## src/rtl/lagg_pkg.sv

```systemverilog
package lagg_pkg;

  typedef logic signed [15:0] score_t;
  typedef logic signed [7:0]  weight_t;

  // Scoring registers
  typedef struct packed {
    weight_t match_score;
    weight_t mismatch_score;
    weight_t gap_open;
    weight_t gap_extend;
  } cfg_t;

  // Row word handed from one cell to the next
  typedef struct packed {
    logic       valid;
    logic [7:0] sym;
    score_t     h;
    score_t     e;
    score_t     hdiag;
  } flow_t;

  localparam logic [1:0] REG_MATCH    = 2'd0;
  localparam logic [1:0] REG_MISMATCH = 2'd1;
  localparam logic [1:0] REG_GAP_OPEN = 2'd2;
  localparam logic [1:0] REG_GAP_EXT  = 2'd3;

  // Add an 8-bit weight and clamp to the signed 16-bit range
  function automatic score_t sat_add(score_t a, weight_t b);
    logic [16:0] s;
    s = {a[15], a} + {{9{b[7]}}, b};
    if (s[16] != s[15]) begin
      return s[16] ? 16'sh8000 : 16'sh7fff;
    end
    return score_t'(s[15:0]);
  endfunction

  function automatic score_t smax(score_t a, score_t b);
    return (a > b) ? a : b;
  endfunction

endpackage

```

## src/rtl/lagg_cell.sv

```systemverilog
// One matrix column: holds its symbol, the H and F of the row above and its
// own best score; takes a row word from the left and hands it on to the right.
module lagg_cell #(
  parameter int PW = 11
) (
  input  logic            clk_i,
  input  logic            rst_ni,
  input  lagg_pkg::cfg_t  cfg_i,
  input  logic            clr_i,
  input  logic            active_i,
  input  logic            ld_en_i,
  input  logic [7:0]      col_sym_i,
  output logic [7:0]      col_sym_o,
  input  lagg_pkg::flow_t flow_i,
  input  logic [PW-1:0]   row_i,
  output lagg_pkg::flow_t flow_o,
  output logic [PW-1:0]   row_o,
  output lagg_pkg::score_t best_o,
  output logic [PW-1:0]   best_row_o
);

  logic [7:0]       col_sym_q;
  lagg_pkg::score_t hup_q, fup_q, best_q;
  logic [PW-1:0]    best_row_q;
  logic             flow_v_q;
  logic [7:0]       flow_sym_q;
  lagg_pkg::score_t flow_h_q, flow_e_q, flow_hdiag_q;
  logic [PW-1:0]    row_q;
  lagg_pkg::score_t f_val, e_val, d_val, h_val;
  lagg_pkg::weight_t sub_w;

  // cell recurrence
  always_comb begin
    sub_w = (flow_i.sym == col_sym_q) ? cfg_i.match_score : cfg_i.mismatch_score;
    f_val = lagg_pkg::smax(lagg_pkg::sat_add(fup_q, cfg_i.gap_extend),
                           lagg_pkg::sat_add(hup_q, cfg_i.gap_open));
    e_val = lagg_pkg::smax(lagg_pkg::sat_add(flow_i.e, cfg_i.gap_extend),
                           lagg_pkg::sat_add(flow_i.h, cfg_i.gap_open));
    d_val = lagg_pkg::sat_add(flow_i.hdiag, sub_w);
    h_val = lagg_pkg::smax(lagg_pkg::smax(d_val, f_val), lagg_pkg::smax(e_val, '0));
  end

  // column symbol shift line
  always_ff @(posedge clk_i) begin
    if (ld_en_i) begin
      col_sym_q <= col_sym_i;
    end
  end

  always_ff @(posedge clk_i or negedge rst_ni) begin
    if (!rst_ni) begin
      hup_q      <= '0;
      fup_q      <= '0;
      best_q     <= '0;
      best_row_q <= '0;
      flow_v_q   <= 1'b0;
    end else if (clr_i) begin
      hup_q      <= '0;
      fup_q      <= '0;
      best_q     <= '0;
      best_row_q <= '0;
      flow_v_q   <= 1'b0;
    end else begin
      flow_v_q <= flow_i.valid;
      if (flow_i.valid) begin
        hup_q <= h_val;
        fup_q <= f_val;
        // first (lowest) row wins on equal score
        if (active_i && (h_val > best_q)) begin
          best_q     <= h_val;
          best_row_q <= row_i;
        end
      end
    end
  end

  // word to the right neighbor
  always_ff @(posedge clk_i) begin
    if (flow_i.valid) begin
      flow_sym_q   <= flow_i.sym;
      flow_h_q     <= h_val;
      flow_e_q     <= e_val;
      flow_hdiag_q <= hup_q;
      row_q        <= row_i;
    end
  end

  assign col_sym_o  = col_sym_q;
  assign flow_o     = '{valid: flow_v_q, sym: flow_sym_q, h: flow_h_q, e: flow_e_q,
                        hdiag: flow_hdiag_q};
  assign row_o      = row_q;
  assign best_o     = best_q;
  assign best_row_o = best_row_q;

endmodule

```

## config.mk

```make
export PLATFORM = sky130hd
export DESIGN_NAME = lagg_cell
export DESIGN_NICKNAME = d
export VERILOG_FILES = /design/src/rtl/lagg_pkg.sv /design/src/rtl/lagg_cell.sv
export SDC_FILE = /design/constraint.sdc
export NUM_CORES = 1
export LEC_CHECK = 0
export BUFFER_PORTS_ARGS = -buffer_cell sky130_fd_sc_hd__buf_2
export CAP_MARGIN = 20
export CORE_MARGIN = 5
export CORE_UTILIZATION = 30
export CTS_BUF_LIST = sky130_fd_sc_hd__clkbuf_8
export DETAILED_ROUTE_END_ITERATION = 16
export GPL_TIMING_DRIVEN = 0
export MAX_ROUTING_LAYER = met4
export PLACE_DENSITY = 0.55
export REMOVE_ABC_BUFFERS = 1
export SLEW_MARGIN = 10
export SYNTH_ARGS = -nofsm -noshare
export SYNTH_HDL_FRONTEND = slang
export SYNTH_SLANG_ARGS = --single-unit
```

## constraint.sdc

```tcl
create_clock -name clk_i -period 13 [get_ports clk_i]
set_input_delay 1.95 -clock clk_i [delete_from_list [all_inputs] [get_ports clk_i]]
set_output_delay 1.95 -clock clk_i [all_outputs]
set_load 0.1 [all_outputs]
```

### Word level (Yosys, flattened, before mapping)

Index checks and enable logic that the tools add are counted.

| word-level totals | value |
|---|---|
| output and inout port bits | 103 |
| word-level logic and storage cells | 69 |
| bits of input ports | 113 |
| register bits | 135 |

| operators by class | value |
|---|---|
| reductions and logical operators | 4 |
| order comparisons | 6 |
| eq/ne operators | 6 |
| add/subtract/negate cells | 5 |
| multiplexer cells | 37 |

Operators by type and width:

| cell | count |
|---|---|
| 2-to-1 mux 16 bit | 27 |
| adder 16 x 8 -> 17 bit | 5 |
| > comparator 16 bit | 5 |
| 2-to-1 mux 11 bit | 3 |
| > comparator 16 x 1 -> 1 bit (second input constant) | 1 |
| equality test 8 bit | 1 |
| 2-to-1 mux 8 bit | 1 |
| 2-to-1 mux 1 bit | 6 |
| inequality test 1 bit | 5 |
| nonzero test 2 bit | 2 |
| AND reduction 2 bit | 1 |
| logical AND 1 bit | 1 |

### Longest topological paths before layout

| depth | value |
|---|---|
| word-level depth | 15 |
| gate-level depth with buffers | 58 |
| depth with buffers taken out | 52 |

### Least setup slack after synthesis

No wires, ideal clock.

| timing path | value |
|---|---|
| kind | input port to flip-flop |
| from | input cfg_i[15] in the netlist's numbering |
| to | register best_q[3] (netlist: best_o[3]) |
| required time | 12855 ps |
| setup slack | -357 ps |
| library setup time | 145 ps |
| buffers on the path | 8 |
| stages | 54 |
| arrival | 13211 ps |
| cell sequence | ha_1 > a21oi_1 > a21boi_0 > a211oi_2 > o21ai_0 > a21o_1 > a21o_1 > a21o_1 > a21o_1 > xnor2_1 > ha_1 > clkbuf_8 > inv_1 > or3_1 > o32a_1 > o21a_1 > buf_2 > o21ai_0 > (+18 left out) > ha_1 > nand2_1 > nor4_1 > a221oi_1 > a211oi_1 > buf_4 > buf_2 > a21oi_1 > ha_1 > nand3_1 > nor3_1 > nand2_1 > a211o_1 > and3_1 > nor3_1 > clkbuf_1 > clkbuf_1 > a211oi_1 |

| on the way | value |
|---|---|
| word-level cells in the longest chain between the ends | 14 |
| elaborated cells on any way between the ends | 29 |

RTL lines:

| element | line | RTL |
|---|---|---|
| start, declared | lagg_cell.sv:8 | `input lagg_pkg::cfg_t cfg_i,` |
| adder 16 x 8 -> 17 bit | lagg_pkg.sv:31 | `s = {a[15], a} + {{9{b[7]}}, b};` |
| 2-to-1 mux 16 bit / inequality test 1 bit (equally long branches) | lagg_pkg.sv:33, lagg_pkg.sv:32 |  |
| 2-to-1 mux 16 bit / 2-to-1 mux 1 bit (equally long branches) | lagg_pkg.sv:32 | `if (s[16] != s[15]) begin` |
| 2-to-1 mux 16 bit | lagg_pkg.sv:35 | `return score_t'(s[15:0]);` |
| > comparator 16 bit | lagg_pkg.sv:39 | `return (a > b) ? a : b;` |
| 2-to-1 mux 16 bit | lagg_pkg.sv:39 |  |
| > comparator 16 bit / > comparator 16 x 1 -> 1 bit (equally long branches) | lagg_pkg.sv:39 |  |
| 2-to-1 mux 16 bit | lagg_pkg.sv:39 |  |
| > comparator 16 bit | lagg_pkg.sv:39 |  |
| 2-to-1 mux 16 bit (*) | lagg_pkg.sv:39 |  |
| net h_val[13] | lagg_cell.sv:29 | `lagg_pkg::score_t f_val, e_val, d_val, h_val;` |
| > comparator 16 bit (*) | lagg_cell.sv:69 | `if (active_i && (h_val > best_q)) begin` |
| logical AND 1 bit (*) | lagg_cell.sv:69 |  |
| nonzero test 2 bit (no source line) (*) | -- |  |
| AND reduction 2 bit (no source line) (*) | -- |  |
| end signal, assigned | lagg_cell.sv:70 | `best_q <= h_val;` |
| end, declared | lagg_cell.sv:23 | `lagg_pkg::score_t hup_q, fup_q, best_q;` |

Mark *: on every way through the listed nets, which the timed path passes. The rest lies on a longest branch. The select of a mux whose other input is x is not followed.
A chain may end at the register's enable or synchronous reset.

### Final worst setup path

| timing path | value |
|---|---|
| from | input cfg_i[9] in the netlist's numbering |
| to | register best_q[13] (netlist: best_o[13]) |

The elaborated chain is that of the path after synthesis.

==> qor.csv <==
metric;value;unit
routed vias;11500;
Clk pin slew, worst setup/hold paths;90;ps
area grow syn2layout;25.3;%
Core Rows;75;
die height;217;um
TritonRoute pass-1 iters;5;
top-area cell type share of the netlist area;0.175;
clk sinks;135;
min-delay src;best_row_o[3]$_DFFE_PN0P_;
top cells by area, synth;edfxtp_1 (18%), ha_1 (16%), dfrtp_1 (12%), nor2_1 (3.7%), a21oi_1 (3.5%);
YS warnings;0;
Avg Synthesized Cell Area;9.36;sq um
routability congestion estimate;0.910;
Critical Path Start;cfg_i[9];
die area;0.0471;sq mm
Tmin final;12720;ps
Hold Path Class;flop to flop;
initial antenna violation count;0;
most instantiated cells after synthesis;ha_1 (168), nor2_1 (128), inv_1 (106);
Die Wd;217;um
fmax;78.6;MHz
Post-CTS Hold Fix Bufs;0;
biggest area consumer among synthesized cells;edfxtp_1;
slowest cell delay on critical path;420;ps
Placeable Area;0.0421;sq mm
sequential fraction of the synthesis area;0.292;
final wirelength;41.7;mm
largest net degree at the start of global routing;82;
mapped cell area;0.0129;sq mm
hold path cells;2;
Final period util;0.978;
vias in the first global route;11000;
port buffer count;215;
Worst setup SP type;primary input;
DP Cell Count;2094;
Worst R2R Path Depth;56;
worst-margin pin slew;1020;ps
antenna cells;0;
first-pass GRT wire length;63.3;mm
via density per instance;5.27;
Most Frequent Cell on Critical Path;a21o_1;
wire per inst;19.1;um
I/O pin count;216;
post-route cell area;0.0161;sq mm
Slew Limit Fails;0;
final setup violation count;0;
total CTS buffers;17;
#FFs+latches synth;135;
CTS tree;done;
r2r startpoint;hup_q[1]$_DFFE_PN0P_;
hold_ws;526;ps
EDFF count, synth;75;
DRC Markers;0;
crit-path max FO;8;
DP HPWL;32.2;mm
Synth Flop Type;edfxtp_1;
Yosys cell types;100;
Clock Skew;16.6;ps
CP Buf/Inv Count;11;
critical path class;primary input to flop;
CP top delay family;compound AO/OA/AOI/OAI gates;
CTS Root Cell;clkbuf_8;
Worst R2R End;best_o[13]$_DFFE_PN0P_;
async set-reset flop share out of synthesis;0.444;
post-route insts no fill;2184;
Overflow after GRT;0;
status;finished clean;
deepest clock path buffer count;2;
fraction of layout cells with a size suffix above 1;0.293;
dpl ws;-3920;ps
ANT nets after route;0;
CP Data Required Time;13400;ps
# H-tree levels;4;
post-synthesis cell count;1373;
Final Hold Fails;0;
hold endpoint;best_row_o[3]$_DFFE_PN0P_;
Net count, final;1918;
slowest CP cell;or3_4;
crit end category;flop;
most frequent cell after synthesis;ha_1;
reg2reg setup slack;1430;ps
critical path arrival;13120;ps
initial DRC count;808;
Slew HR;0.323;
MaxCap Viol Count;0;
Final WS setup;280;ps
Post-Place Cell Area;0.0145;sq mm
GRT Util Overall;0.173;
Starting Density;0.305;
Clk Latency, worst-skew pair;480;ps
==> state kept, by name, summed over array words and instances (netlist names) <==
name and flops:
row_o 11, flow_h_q 16, best_o 16, flow_hdiag_q 16, flow_e_q 16, hup_q 16
flow_v_q 1, best_row_o 11, fup_q 16, col_sym_o 8, flow_sym_q 8
==> worst reg2reg max path: cells and delay by family, from the launching register on <==
kind | cells | cell delay, ps
mux | 2 | 670
xor+xnor | 1 | 160
buf+inv | 10 | 1270
fa+ha+maj | 6 | 1680
compound gates | 24 | 4940
flops | 1 | 480
simple gates | 13 | 2280
==> stage by stage <==
stage,util,TNS [ps]
after floorplan,-,-143590
after global placement,0.340,-384590
after detailed placement,0.344,-140400
after CTS,0.365,0
after global routing,0.382,-2650
final,0.382,0
==> worst max-delay path by stage <==
| stage | to | cells past startpoint | slack, ps |
|---|---|---|---|
| detailed placement | best_o[13]$_DFFE_PN0P_ | 53 | -3920 |
| floorplan | best_o[4]$_DFFE_PN0P_ | 49 | -4960 |
| CTS | best_o[13]$_DFFE_PN0P_ | 58 | 30 |
| finish | best_o[13]$_DFFE_PN0P_ | 57 | 280 |
| global placement | best_o[13]$_DFFE_PN0P_ | 48 | -10180 |
| global route | best_o[13]$_DFFE_PN0P_ | 58 | -160 |
==> what timing repair did <==
action | CTS | global route
endpoints found under the setup margin | 59 | 27
pin swaps | 13 | 34
setup buffers | 25 | 29
cloned | 2 | 2
gates resized for setup | 46 | 84
hold endpoints to repair | 0 | 0
==> per-layer routing <==
| layer | vias up | global-route usage | routed length [um] |
|---|---|---|---|
| met2 | 249 | 0.280 | 20000 |
| met5 | - | - | 0 |
| met1 | 5584 | 0.232 | 19300 |
| met4 | 0 | 0.0426 | 812 |
| li1 | 5641 | - | - |
| met3 | 44 | 0.0222 | 1610 |
==> logic make-up (layout without fill, tap and decap cells) <==
kind of cell    Yosys count  in the layout  share of synthesized area
buf+inv                 152            423                     0.0541
xor+xnor                 59             59                     0.0402
flops                   135            135                      0.292
mux                      72             72                     0.0641
compound gates          385            385                      0.223
fa+ha+maj               186            186                      0.182
simple gates            383            384                      0.145
other cells               1              1                   0.000292
==> layout make-up <==
type / instances / area (sq um)
Timing Repair inverter: 1 / 8.76
Fill cell: 4221 / 26000
Clock inverter: 14 / 159
Sequential cell: 135 / 3750
Multi-Input combinational cell: 1087 / 9110
Inverter: 111 / 432
Clock buffer: 18 / 248
Timing Repair Buffer: 279 / 1730
Tap cell: 539 / 674
==> placed cells by master, fill, tap and decap left out, drive strengths merged, types with 10 or more instances in the layout <==
| cell type | n |
|---|---|
| edfxtp | 75 |
| inv | 113 |
| nand2 | 89 |
| o21ai | 61 |
| mux2i | 43 |
| nand4 | 18 |
| a221oi | 11 |
| xor2 | 33 |
| ha | 168 |
| o211ai | 23 |
| nor2b | 10 |
| a211oi | 36 |
| nand2b | 17 |
| mux2 | 29 |
| dfrtp | 60 |
| nor2 | 128 |
| xnor2 | 26 |
| maj3 | 13 |
| clkbuf | 22 |
| o21a | 15 |
| nor4 | 11 |
| buf | 275 |
| a21o | 41 |
| nor3 | 28 |
| a21oi | 92 |
| nand3 | 29 |
| a21boi | 11 |
Power is left out: the tool's default activity adds up to more than one toggle a clock period on the data nets, which glitch-free logic cannot reach.
